File: src/hdl/angle_bias_kalman_filter_top_macros.svh
// ---------------------------------------------------------------------------
// angle_bias_kalman_filter_top_macros.svh
// Assertion macros for the angle and gyro bias Kalman filter.
// ---------------------------------------------------------------------------
`ifndef ANGLE_BIAS_KALMAN_FILTER_TOP_MACROS_SVH
`define ANGLE_BIAS_KALMAN_FILTER_TOP_MACROS_SVH

// Checked only while out of reset.
`define ABKF_ASSERT(lbl, prop, msg) \
    lbl: assert property (@(posedge i_clk) disable iff (!i_rst_n) prop) else $error(msg);

// Checked at every edge, reset included.
`define ABKF_ASSERT_ALWAYS(lbl, prop, msg) \
    lbl: assert property (@(posedge i_clk) prop) else $error(msg);

`endif

File: src/hdl/abkf_pkg.sv
// ---------------------------------------------------------------------------
// abkf_pkg
// Types, constants and helpers shared by the Kalman filter modules.
// ---------------------------------------------------------------------------
`default_nettype none

package abkf_pkg;

    localparam int MulW  = 36;          // signed operand width of the multiplier
    localparam int ProdW = 2 * MulW;    // full product width
    localparam int FracW = 24;          // Q8.24 fraction bits
    localparam int RndW  = ProdW - FracW;
    localparam int QW    = 32 + FracW;  // quotient width of the divider
    localparam int SumW  = QW + 1;      // width used for saturating sums

    localparam logic signed [SumW-1:0] SatMax = SumW'(64'sd2147483647);
    localparam logic signed [SumW-1:0] SatMin = SumW'(-64'sd2147483648);

    localparam logic signed [31:0] StartAngleRst   = 32'sd0;
    localparam logic [30:0]        AngleNoiseRst   = 31'd16777;
    localparam logic [30:0]        BiasNoiseRst    = 31'd50332;
    localparam logic [30:0]        MeasureNoiseRst = 31'd503316;

    typedef enum logic [1:0] {
        CFG_START_ANGLE,
        CFG_ANGLE_NOISE,
        CFG_BIAS_NOISE,
        CFG_MEASURE_NOISE
    } t_cfg_idx;

    typedef struct packed {
        logic signed [31:0] gyro_dps;
        logic [23:0]        time_step;
        logic signed [31:0] accel_angle;
    } t_in_beat;

    typedef struct packed {
        logic signed [31:0] angle_estimate;
        logic signed [31:0] bias_estimate;
        logic               skipped;
        logic               saturated;
    } t_out_beat;

    typedef struct packed {
        logic                  start;
        logic signed [MulW-1:0] a;
        logic signed [MulW-1:0] b;
    } t_mul_req;

    typedef struct packed {
        logic                   done;
        logic signed [RndW-1:0] res;
    } t_mul_rsp;

    typedef struct packed {
        logic               start;
        logic signed [31:0] num;
        logic signed [32:0] den;
    } t_div_req;

    typedef struct packed {
        logic               done;
        logic signed [31:0] k;
        logic               ovf;
    } t_div_rsp;

    typedef enum logic [2:0] {M_IDLE, M_RUN, M_NEG, M_RND, M_DONE} t_mul_state;
    typedef enum logic [1:0] {D_IDLE, D_RUN, D_FIX, D_DONE} t_div_state;

    typedef enum logic [3:0] {
        ST_IDLE, ST_RATE, ST_DTP, ST_P00, ST_K0, ST_K1, ST_ANG, ST_BIAS,
        ST_CAA, ST_CAB, ST_CBA, ST_CBB, ST_DONE
    } t_kf_state;

    function automatic logic signed [31:0] sat_val(input logic signed [SumW-1:0] v);
        logic signed [31:0] r;
        if (v > SatMax) begin
            r = 32'sh7fffffff;
        end else if (v < SatMin) begin
            r = 32'sh80000000;
        end else begin
            r = v[31:0];
        end
        return r;
    endfunction

    function automatic logic sat_ovf(input logic signed [SumW-1:0] v);
        return (v > SatMax) || (v < SatMin);
    endfunction

endpackage

`default_nettype wire

File: src/hdl/abkf_mul.sv
// ---------------------------------------------------------------------------
// abkf_mul
// Bit-serial signed multiplier with Q8.24 rounding of the product.
// ---------------------------------------------------------------------------
`default_nettype none

module abkf_mul (
    input  wire logic               i_clk,
    input  wire logic               i_rst_n,
    input  wire abkf_pkg::t_mul_req i_req,
    output abkf_pkg::t_mul_rsp      o_rsp
);
    import abkf_pkg::*;

    localparam logic [5:0]             CntLast   = 6'(MulW - 1);
    localparam logic signed [ProdW-1:0] RoundHalf = ProdW'(64'sd8388608);

    t_mul_state r_state, n_state;
    logic [5:0]              r_cnt;
    logic                    r_neg;
    logic [MulW-1:0]         r_mcand;
    logic [ProdW-1:0]        r_acc;
    logic signed [RndW-1:0]  r_res;

    logic [MulW-1:0]         a_mag, b_mag;
    logic [MulW:0]           step_sum;
    logic signed [ProdW-1:0] rnd_sum;

    assign a_mag    = i_req.a[MulW-1] ? MulW'(-i_req.a) : MulW'(i_req.a);
    assign b_mag    = i_req.b[MulW-1] ? MulW'(-i_req.b) : MulW'(i_req.b);
    assign step_sum = {1'b0, r_acc[ProdW-1:MulW]} + (r_acc[0] ? {1'b0, r_mcand} : '0);
    assign rnd_sum  = $signed(r_acc) + RoundHalf;

    always_ff @(posedge i_clk) begin
        if (!i_rst_n) begin
            r_state <= M_IDLE;
        end else begin
            r_state <= n_state;
        end
    end

    always_comb begin
        n_state = r_state;
        case (r_state)
            M_IDLE: if (i_req.start) n_state = M_RUN;
            M_RUN:  if (r_cnt == CntLast) n_state = M_NEG;
            M_NEG:  n_state = M_RND;
            M_RND:  n_state = M_DONE;
            M_DONE: n_state = M_IDLE;
            default: n_state = M_IDLE;
        endcase
    end

    // The multiplier bits sit in the low half of the accumulator and shift
    // out one per cycle while the partial sum grows into the high half.
    always_ff @(posedge i_clk) begin
        case (r_state)
            M_IDLE: begin
                if (i_req.start) begin
                    r_neg   <= i_req.a[MulW-1] ^ i_req.b[MulW-1];
                    r_mcand <= a_mag;
                    r_acc   <= {{MulW{1'b0}}, b_mag};
                    r_cnt   <= '0;
                end
            end
            M_RUN: begin
                r_acc <= {step_sum, r_acc[MulW-1:1]};
                r_cnt <= r_cnt + 6'd1;
            end
            M_NEG: if (r_neg) r_acc <= -r_acc;
            M_RND: r_res <= rnd_sum[ProdW-1:FracW];
            default: ;
        endcase
    end

    assign o_rsp.done = (r_state == M_DONE);
    assign o_rsp.res  = r_res;

endmodule

`default_nettype wire

File: src/hdl/abkf_div.sv
// ---------------------------------------------------------------------------
// abkf_div
// Restoring divider for the gains, one quotient bit per cycle, saturated.
// ---------------------------------------------------------------------------
`default_nettype none

module abkf_div (
    input  wire logic               i_clk,
    input  wire logic               i_rst_n,
    input  wire abkf_pkg::t_div_req i_req,
    output abkf_pkg::t_div_rsp      o_rsp
);
    import abkf_pkg::*;

    localparam logic [5:0] CntLast = 6'(QW - 1);

    t_div_state r_state, n_state;
    logic [5:0]         r_cnt;
    logic               r_neg;
    logic [32:0]        r_den;
    logic [31:0]        r_rem;
    logic [QW-1:0]      r_q;
    logic signed [31:0] r_k;
    logic               r_ovf;

    logic [31:0]           num_mag;
    logic [32:0]           den_mag;
    logic [33:0]           trial;
    logic signed [SumW-1:0] q_signed;

    assign num_mag  = i_req.num[31] ? 32'(-i_req.num) : 32'(i_req.num);
    assign den_mag  = i_req.den[32] ? 33'(-i_req.den) : 33'(i_req.den);
    assign trial    = {1'b0, r_rem, r_q[QW-1]} - {1'b0, r_den};
    assign q_signed = r_neg ? -$signed({1'b0, r_q}) : $signed({1'b0, r_q});

    always_ff @(posedge i_clk) begin
        if (!i_rst_n) begin
            r_state <= D_IDLE;
        end else begin
            r_state <= n_state;
        end
    end

    always_comb begin
        n_state = r_state;
        case (r_state)
            D_IDLE: if (i_req.start) n_state = D_RUN;
            D_RUN:  if (r_cnt == CntLast) n_state = D_FIX;
            D_FIX:  n_state = D_DONE;
            D_DONE: n_state = D_IDLE;
            default: n_state = D_IDLE;
        endcase
    end

    // The dividend shifts out of the quotient register as quotient bits
    // shift in; the quotient truncates toward zero on the magnitudes.
    always_ff @(posedge i_clk) begin
        case (r_state)
            D_IDLE: begin
                if (i_req.start) begin
                    r_neg <= i_req.num[31] ^ i_req.den[32];
                    r_den <= den_mag;
                    r_rem <= '0;
                    r_q   <= {num_mag, {FracW{1'b0}}};
                    r_cnt <= '0;
                end
            end
            D_RUN: begin
                if (!trial[33]) begin
                    r_rem <= trial[31:0];
                    r_q   <= {r_q[QW-2:0], 1'b1};
                end else begin
                    r_rem <= {r_rem[30:0], r_q[QW-1]};
                    r_q   <= {r_q[QW-2:0], 1'b0};
                end
                r_cnt <= r_cnt + 6'd1;
            end
            D_FIX: begin
                r_k   <= sat_val(q_signed);
                r_ovf <= sat_ovf(q_signed);
            end
            default: ;
        endcase
    end

    assign o_rsp.done = (r_state == D_DONE);
    assign o_rsp.k    = r_k;
    assign o_rsp.ovf  = r_ovf;

endmodule

`default_nettype wire

File: src/hdl/angle_bias_kalman_filter_top.sv
// ---------------------------------------------------------------------------
// angle_bias_kalman_filter_top
// Two-state Kalman filter for angle and gyro bias, Q16.16 / Q8.24 fixed point.
// ---------------------------------------------------------------------------
// Channel   Direction  Handshake                  Beat
// in        input      i_in_valid / o_in_stall    t_in_beat
// out       output     o_out_valid / i_out_stall  t_out_beat
// cfg       input      i_cfg_we                   i_cfg_idx, i_cfg_data
//
// A sample runs nine products on the shared bit-serial multiplier and, unless
// the innovation variance is zero, two gains on the bit-serial divider. A zero
// time step goes straight from idle to the result state.
// Reset is synchronous and needs no clearing pass. A new beat is taken while
// the previous result still waits in the output register.
// ---------------------------------------------------------------------------
`default_nettype none

`include "angle_bias_kalman_filter_top_macros.svh"

module angle_bias_kalman_filter_top (
    input  wire logic                i_clk,
    input  wire logic                i_rst_n,
    input  wire logic                i_in_valid,
    output logic                     o_in_stall,
    input  wire abkf_pkg::t_in_beat  i_in_data,
    output logic                     o_out_valid,
    input  wire logic                i_out_stall,
    output abkf_pkg::t_out_beat      o_out_data,
    input  wire logic                i_cfg_we,
    input  wire logic [1:0]          i_cfg_idx,
    input  wire logic [31:0]         i_cfg_data
);
    import abkf_pkg::*;

    t_kf_state r_state, n_state;
    logic r_launch;

    logic signed [31:0] r_start;
    logic [30:0]        r_anoise, r_bnoise, r_mnoise;
    logic signed [31:0] r_angle, r_bias, r_caa, r_cab, r_cba, r_cbb;
    logic signed [31:0] r_gyro, r_meas;
    logic [23:0]        r_dt;
    logic signed [31:0] r_dtp, r_p00, r_p01, r_p10, r_p11, r_k0, r_k1;
    logic signed [32:0] r_y;
    logic               r_sat, r_skip;
    logic               r_out_valid;
    t_out_beat          r_out;

    t_mul_req mul_req;
    t_mul_rsp mul_rsp;
    t_div_req div_req;
    t_div_rsp div_rsp;

    logic signed [32:0]     rate, y_now, s_val;
    logic signed [MulW-1:0] sum_p00, dt_ext;
    logic signed [SumW-1:0] t_ext;
    logic signed [SumW-1:0] sum_ang, sum_p00v, sum_p01, sum_p10, sum_p11;
    logic signed [SumW-1:0] sum_bias, sum_caa, sum_cab, sum_cba, sum_cbb;
    logic                   s_zero, out_free, in_accept;
    logic signed [31:0]     start_next;

    abkf_mul u_mul (.i_clk(i_clk), .i_rst_n(i_rst_n), .i_req(mul_req), .o_rsp(mul_rsp));
    abkf_div u_div (.i_clk(i_clk), .i_rst_n(i_rst_n), .i_req(div_req), .o_rsp(div_rsp));

    assign rate    = 33'(r_gyro) - 33'(r_bias);
    assign y_now   = 33'(r_meas) - 33'(r_angle);
    assign s_val   = 33'(r_p00) + 33'({1'b0, r_mnoise});
    assign s_zero  = (s_val == '0);
    assign dt_ext  = MulW'({1'b0, r_dt});
    assign sum_p00 = MulW'(r_dtp) - MulW'(r_cab) - MulW'(r_cba) + MulW'({1'b0, r_anoise});

    assign t_ext    = SumW'($signed(mul_rsp.res));
    assign sum_ang  = SumW'(r_angle) + t_ext;
    assign sum_bias = SumW'(r_bias) + t_ext;
    assign sum_p00v = SumW'(r_caa) + t_ext;
    assign sum_p01  = SumW'(r_cab) - SumW'(r_dtp);
    assign sum_p10  = SumW'(r_cba) - SumW'(r_dtp);
    assign sum_p11  = SumW'(r_cbb) + SumW'({1'b0, r_bnoise});
    assign sum_caa  = SumW'(r_p00) - t_ext;
    assign sum_cab  = SumW'(r_p01) - t_ext;
    assign sum_cba  = SumW'(r_p10) - t_ext;
    assign sum_cbb  = SumW'(r_p11) - t_ext;

    assign out_free    = !r_out_valid || !i_out_stall;
    assign in_accept   = i_in_valid && !o_in_stall;
    assign o_out_valid = r_out_valid;
    assign o_out_data  = r_out;
    assign start_next  = (t_cfg_idx'(i_cfg_idx) == CFG_START_ANGLE) ? i_cfg_data : r_start;

    always_ff @(posedge i_clk) begin
        if (!i_rst_n) begin
            r_state <= ST_IDLE;
        end else begin
            r_state <= n_state;
        end
    end

    always_comb begin
        n_state       = r_state;
        o_in_stall    = (r_state != ST_IDLE);
        mul_req       = '0;
        mul_req.start = r_launch;
        div_req       = '0;
        div_req.den   = s_val;
        case (r_state)
            ST_IDLE: begin
                mul_req.start = 1'b0;
                if (i_in_valid) begin
                    n_state = (i_in_data.time_step == '0) ? ST_DONE : ST_RATE;
                end
            end
            ST_RATE: begin
                mul_req.a = MulW'(rate);
                mul_req.b = dt_ext;
                if (mul_rsp.done) n_state = ST_DTP;
            end
            ST_DTP: begin
                mul_req.a = MulW'(r_cbb);
                mul_req.b = dt_ext;
                if (mul_rsp.done) n_state = ST_P00;
            end
            ST_P00: begin
                mul_req.a = sum_p00;
                mul_req.b = dt_ext;
                if (mul_rsp.done) n_state = ST_K0;
            end
            ST_K0: begin
                mul_req.start = 1'b0;
                div_req.num   = r_p00;
                if (r_launch && s_zero) begin
                    n_state = ST_ANG;
                end else begin
                    div_req.start = r_launch;
                    if (div_rsp.done) n_state = ST_K1;
                end
            end
            ST_K1: begin
                mul_req.start = 1'b0;
                div_req.start = r_launch;
                div_req.num   = r_p10;
                if (div_rsp.done) n_state = ST_ANG;
            end
            ST_ANG: begin
                mul_req.a = MulW'(r_k0);
                mul_req.b = MulW'(y_now);
                if (mul_rsp.done) n_state = ST_BIAS;
            end
            ST_BIAS: begin
                mul_req.a = MulW'(r_k1);
                mul_req.b = MulW'(r_y);
                if (mul_rsp.done) n_state = ST_CAA;
            end
            ST_CAA: begin
                mul_req.a = MulW'(r_k0);
                mul_req.b = MulW'(r_p00);
                if (mul_rsp.done) n_state = ST_CAB;
            end
            ST_CAB: begin
                mul_req.a = MulW'(r_k0);
                mul_req.b = MulW'(r_p01);
                if (mul_rsp.done) n_state = ST_CBA;
            end
            ST_CBA: begin
                mul_req.a = MulW'(r_k1);
                mul_req.b = MulW'(r_p00);
                if (mul_rsp.done) n_state = ST_CBB;
            end
            ST_CBB: begin
                mul_req.a = MulW'(r_k1);
                mul_req.b = MulW'(r_p01);
                if (mul_rsp.done) n_state = ST_DONE;
            end
            ST_DONE: begin
                mul_req.start = 1'b0;
                if (out_free) n_state = ST_IDLE;
            end
            default: begin
                mul_req.start = 1'b0;
                n_state       = ST_IDLE;
            end
        endcase
    end

    always_ff @(posedge i_clk) begin
        if (!i_rst_n) begin
            r_launch    <= 1'b0;
            r_out_valid <= 1'b0;
            r_start     <= StartAngleRst;
            r_anoise    <= AngleNoiseRst;
            r_bnoise    <= BiasNoiseRst;
            r_mnoise    <= MeasureNoiseRst;
            r_angle     <= StartAngleRst;
            r_bias      <= '0;
            r_caa       <= '0;
            r_cab       <= '0;
            r_cba       <= '0;
            r_cbb       <= '0;
        end else begin
            r_launch <= (n_state != r_state);

            // A finished result replaces a beat taken at the same edge.
            if (r_state == ST_DONE && out_free) begin
                r_out_valid <= 1'b1;
            end else if (o_out_valid && !i_out_stall) begin
                r_out_valid <= 1'b0;
            end

            // Any register write also restarts the filter state.
            if (i_cfg_we) begin
                case (t_cfg_idx'(i_cfg_idx))
                    CFG_START_ANGLE:   r_start  <= i_cfg_data;
                    CFG_ANGLE_NOISE:   r_anoise <= i_cfg_data[30:0];
                    CFG_BIAS_NOISE:    r_bnoise <= i_cfg_data[30:0];
                    CFG_MEASURE_NOISE: r_mnoise <= i_cfg_data[30:0];
                    default: ;
                endcase
                r_angle <= start_next;
                r_bias  <= '0;
                r_caa   <= '0;
                r_cab   <= '0;
                r_cba   <= '0;
                r_cbb   <= '0;
            end

            case (r_state)
                ST_IDLE: begin
                    if (in_accept) begin
                        r_gyro <= i_in_data.gyro_dps;
                        r_dt   <= i_in_data.time_step;
                        r_meas <= i_in_data.accel_angle;
                        r_skip <= (i_in_data.time_step == '0);
                        r_sat  <= 1'b0;
                    end
                end
                ST_RATE: begin
                    if (mul_rsp.done) begin
                        r_angle <= sat_val(sum_ang);
                        r_sat   <= r_sat | sat_ovf(sum_ang);
                    end
                end
                ST_DTP: if (mul_rsp.done) r_dtp <= mul_rsp.res[31:0];
                ST_P00: begin
                    if (mul_rsp.done) begin
                        r_p00 <= sat_val(sum_p00v);
                        r_p01 <= sat_val(sum_p01);
                        r_p10 <= sat_val(sum_p10);
                        r_p11 <= sat_val(sum_p11);
                        r_sat <= r_sat | sat_ovf(sum_p00v) | sat_ovf(sum_p01)
                               | sat_ovf(sum_p10) | sat_ovf(sum_p11);
                    end
                end
                ST_K0: begin
                    // A zero innovation variance forces both gains to zero.
                    if (r_launch && s_zero) begin
                        r_k0  <= '0;
                        r_k1  <= '0;
                        r_sat <= 1'b1;
                    end else if (div_rsp.done) begin
                        r_k0  <= div_rsp.k;
                        r_sat <= r_sat | div_rsp.ovf;
                    end
                end
                ST_K1: begin
                    if (div_rsp.done) begin
                        r_k1  <= div_rsp.k;
                        r_sat <= r_sat | div_rsp.ovf;
                    end
                end
                ST_ANG: begin
                    if (r_launch) r_y <= y_now;
                    if (mul_rsp.done) begin
                        r_angle <= sat_val(sum_ang);
                        r_sat   <= r_sat | sat_ovf(sum_ang);
                    end
                end
                ST_BIAS: begin
                    if (mul_rsp.done) begin
                        r_bias <= sat_val(sum_bias);
                        r_sat  <= r_sat | sat_ovf(sum_bias);
                    end
                end
                ST_CAA: begin
                    if (mul_rsp.done) begin
                        r_caa <= sat_val(sum_caa);
                        r_sat <= r_sat | sat_ovf(sum_caa);
                    end
                end
                ST_CAB: begin
                    if (mul_rsp.done) begin
                        r_cab <= sat_val(sum_cab);
                        r_sat <= r_sat | sat_ovf(sum_cab);
                    end
                end
                ST_CBA: begin
                    if (mul_rsp.done) begin
                        r_cba <= sat_val(sum_cba);
                        r_sat <= r_sat | sat_ovf(sum_cba);
                    end
                end
                ST_CBB: begin
                    if (mul_rsp.done) begin
                        r_cbb <= sat_val(sum_cbb);
                        r_sat <= r_sat | sat_ovf(sum_cbb);
                    end
                end
                ST_DONE: begin
                    if (out_free) begin
                        r_out.angle_estimate <= r_angle;
                        r_out.bias_estimate  <= r_bias;
                        r_out.skipped        <= r_skip;
                        r_out.saturated      <= r_sat;
                    end
                end
                default: ;
            endcase
        end
    end

    `ABKF_ASSERT(a_skip_path, (in_accept && i_in_data.time_step == '0) |=> (r_state == ST_DONE && r_skip), "zero time step did not go straight to the result")
    `ABKF_ASSERT(a_result_held, (r_state == ST_DONE && r_out_valid && i_out_stall) |=> (r_state == ST_DONE), "finished result overwrote a waiting beat")
    `ABKF_ASSERT(a_idle_quiet, (r_state == ST_IDLE) |-> (!mul_rsp.done && !div_rsp.done), "arithmetic unit finished while the filter was idle")
    `ABKF_ASSERT_ALWAYS(a_reset_out, !i_rst_n |=> !o_out_valid, "output valid after reset")

endmodule

`default_nettype wire
File: config.mk
export PLATFORM = sky130hd
export DESIGN_NAME = angle_bias_kalman_filter_top
export DESIGN_NICKNAME = d
export VERILOG_FILES = /design/src/hdl/abkf_pkg.sv /design/src/hdl/abkf_mul.sv /design/src/hdl/abkf_div.sv /design/src/hdl/angle_bias_kalman_filter_top.sv
export VERILOG_INCLUDE_DIRS = /design/src /design/src/hdl
export SDC_FILE = /design/constraint.sdc
export NUM_CORES = 2
export LEC_CHECK = 0
export ABC_AREA = 0
export BUFFER_PORTS_ARGS = -buffer_cell sky130_fd_sc_hd__buf_2
export CORE_UTILIZATION = 55
export CTS_BUF_LIST = sky130_fd_sc_hd__clkbuf_4 sky130_fd_sc_hd__clkbuf_8
export CTS_CLUSTER_DIAMETER = 60
export DETAILED_ROUTE_END_ITERATION = 10
export PLACE_DENSITY = 0.71
export SLEW_MARGIN = 0
export SYNTH_ARGS = -nofsm -noshare
export SYNTH_HDL_FRONTEND = slang
export SYNTH_HIERARCHICAL = 1
export SYNTH_SLANG_ARGS = --single-unit
File: constraint.sdc
create_clock -name i_clk -period 7.84 [get_ports i_clk]
set_input_delay 0.392 -clock i_clk [delete_from_list [all_inputs] [get_ports i_clk]]
set_output_delay 0.392 -clock i_clk [all_outputs]
set_load 0.05 [all_outputs]
==> out/qor.yml <==
syn_to_final_growth_pct: 10.2
critPathArrivalTime_ps: 8010
worst_slew_pin_slew_ps: 1260
grt_util_met2_pct: 65.8
syn_nets: 10600
layoutNonFillerInstCount: 12200
io_buffer_count: 194
grt_use_met3_pct: 10.1
hold_path_depth: 5
synth-seq-area-share_pct: 33.7
p_leak_nw: 37.3
synth_edf_count: 737
design.portCount: 195
ctsResizeCount: 0
setup_violations: 0
drtAntennaViolNets: 0
min_from: "i_in_valid"
period_needed_ps: 7310
synth_top_area_cell: "edfxtp_1"
fillers: 13200
rr_startpoint: "r_cab[0]"
cts.sinks: 1065
max_freq_mhz: 137
first_global_vias: 75600
root_buffer: "clkbuf_8"
cap_violations: 0
post-route-period-util_pct: 93.2
async_reset_ff_share_pct: 0
whs_endpoint: "r_sat"
cts_buffers: 192
via_per_inst: 6.74
yosys-top-cells-area: "edfxtp_1, ha_1, dfxtp_1"
wire_per_inst_um: 29.0
preCtsSetupSlack_ps: 751
synth_cell_types: 112
tns_ps: 0
grt.busiest_layer: "met2"
start_kind: "flop"
cp_top_family: "compound AO/OA/AOI/OAI gates"
ir_worst_vdd_v: 0.000212
nets: 10800
yosysWarnings: 6
rsz0062_at_grt: "false"
layout_setup_ws_ps: 529
critical_path_required_ps: 8540
die_h_um: 395
core_sq_um: 153000
vias: 82200
layout-drive-gt1-share_pct: 8.95
initialDrtViolationCount: 11200
dr.pass1.iters: 9
grt_pass1_wl_mm: 503
cts_max_path_buffers: 3
reg2reg_to: "u_mul/r_mcand[33]"
path_max_fanout: 5
grt_usage_pct: 43.7
hold_viol_final: 0
placed_area_sq_um: 88200
synth_flop_cell: "edfxtp_1"
path_buf_inv: 3
antenna_found_initial: 56
slew_violations: 0
final_cell_area_sq_um: 93800
syn_inst: 9769
insertion_delay_ps: 1000
reg2reg_depth: 27
globalplace.congestion: 1.05
use_met1_pct: 55.8
critPathCaptureType: "flop"
wl_mm: 354
avgSynthCellArea_sq_um: 8.71
dpl.hpwl_mm: 271
cts_setup_buffers: 0
rrSetupSlack_ps: 530
powerDensity_nw_per_um2: 170
hp-class: "in -> reg"
row_count: 143
status: "finished, final reports clean"
relSlewSlack_pct: 15.1
h-tree-depth: 4
clock-skew-final_ps: 63.4
place_inst: 11700
grt_max_degree: 86
start_util_pct: 55.7
critPathSlowestCell: "or4_1"
cts_tree: "yes"
syn_area_sq_um: 85100
cpPeakStageDelay_ps: 550
drc: 0
die_x_um: 395
path_clk_slew_ps: 60
synth-seq-cells: 1065
synth_top_area_share_pct: 26.0
die_area_sq_um: 156000
grt-ovfl-total: 0
critPathKind: "reg -> reg"
-- power by group --
| group | internal, mW | switching, mW |
|---|---|---|
| Sequential | 6.38 | 0.376 |
| Combinational | 1.17 | 2.12 |
| Clock | 3.23 | 2.68 |
| Total | 10.8 | 5.17 |
-- per-layer routing --
layer	routed length, um	part of all wire, %
met5	66	0.019
met4	27500	7.8
met3	40300	11
met2	152000	43
met1	134000	38
-- cell type report --
type / count / area (sq um) / share of cell area (%)
timing repair buffer: 478 / 3430 / 3.65
clock buffer: 288 / 3510 / 3.75
multi-input combinational: 7735 / 52900 / 56.4
sequential: 1065 / 28700 / 30.6
tap: 2030 / 2540 / 2.71
clock inverter: 75 / 734 / 0.783
antenna: 35 / 87.6 / 0.0934
inverter: 495 / 1870 / 1.99
-- cells in the final DEF (no fill, tap or decap), types with 72 or more instances in the layout --
cell type      Yosys  layout
a21oi_1          976     971
nand2_1          964     964
edfxtp_1         737     737
ha_1             646     645
nor2_1           620     606
o21ai_0          548     546
inv_1            493     492
xnor2_1          440     440
xor2_1           333     333
dfxtp_1          328     327
a21o_1           312     312
clkbuf_8           0     216
nand3_1          213     213
buf_2             18     193
nor3_1           194     187
and2_1           185     185
buf_4              2     161
o21a_1           133     133
a211oi_1         128     128
dlygate4sd3_1      0     123
and3_1           118     117
nand4_1          117     117
nand2b_1         116     116
mux2i_1          111     111
a31oi_1          102     101
o31ai_1           93      93
o21bai_1          92      91
or3_1             88      88
fa_1              78      78
o211ai_1          76      76
clkbuf_4           0      72
-- state kept, by name, summed over array words and instances, names as in the netlist, 33 cells and up --
signal	flops
u_div/r_den	33
u_mul/r_mcand	36
u_div/r_q	56
u_mul/r_acc	72
r_y	33
u_mul/r_res	48
o_out_data	66
-- tightest hold or removal path, delay by kind of cell --
kind	cells	cell delay, ps
simple gates	2	180
buf+inv	1	180
compound gates	2	160
-- kinds of logic (layout without fill, tap and decap cells) --
family                     count (synthesis)  after routing  share of synthesized area (%)
AOI/OAI and AO/OA                       3090           3090                           23.6
and+or+nand+nor                         3019           3019                           17.5
buffers and inverters                    969           1336                           4.37
other                                      0             35                              0
muxes                                    117            117                           1.38
adders and majority gates                735            735                           11.5
DFF                                     1065           1065                           33.7
xor gates and xnor gates                 774            774                           7.97
-- cell usage after synthesis (67+ instances only) --
| master | count |
|---|---|
| a21oi_1 | 976 |
| nand2_1 | 964 |
| edfxtp_1 | 737 |
| ha_1 | 646 |
| nor2_1 | 620 |
| o21ai_0 | 548 |
| inv_1 | 493 |
| xnor2_1 | 440 |
| clkbuf_1 | 430 |
| xor2_1 | 333 |
| dfxtp_1 | 328 |
| a21o_1 | 312 |
| nand3_1 | 213 |
| nor3_1 | 194 |
| and2_1 | 185 |
| o21a_1 | 133 |
| a211oi_1 | 128 |
| and3_1 | 118 |
| nand4_1 | 117 |
| nand2b_1 | 116 |
| mux2i_1 | 111 |
| a31oi_1 | 102 |
| o31ai_1 | 93 |
| o21bai_1 | 92 |
| or3_1 | 88 |
| fa_1 | 78 |
| o211ai_1 | 76 |
| nor2b_1 | 67 |
| nor4_1 | 67 |
-- what timing repair did --
item / in CTS / in global routing
endpoints found under the setup margin: 0 / 0
hold buffers: 123 / 0
endpoints found under the hold margin: 224 / 0
-- metrics by stage --
step                utilization (%)  hold WS (ps)  power, mW
floorplan                         -           400       8.94
global placement               57.7           419       9.89
detailed placement             57.7           413       9.96
CTS                            61.3          34.4       15.8
global route                   61.3          99.7       16.5
finish                         61.4          90.1       16.0
-- how the worst max path moves through the flow --
| stage | from | to | slack (ps) | cells past startpoint |
|---|---|---|---|---|
| after detailed placement | r_cab[0] | u_mul/r_mcand[33] | 750 | 27 |
| after CTS | r_cab[0] | u_mul/r_mcand[33] | 690 | 27 |
| final | r_cab[0] | u_mul/r_mcand[33] | 530 | 27 |
| after global placement | r_cab[0] | u_mul/r_mcand[33] | 730 | 25 |
| after global routing | r_cab[0] | u_mul/r_mcand[33] | 270 | 27 |
| after floorplan | r_p00[1] | u_div/r_cnt[0] | 620 | 16 |
(Power assumes the default switching activity.)
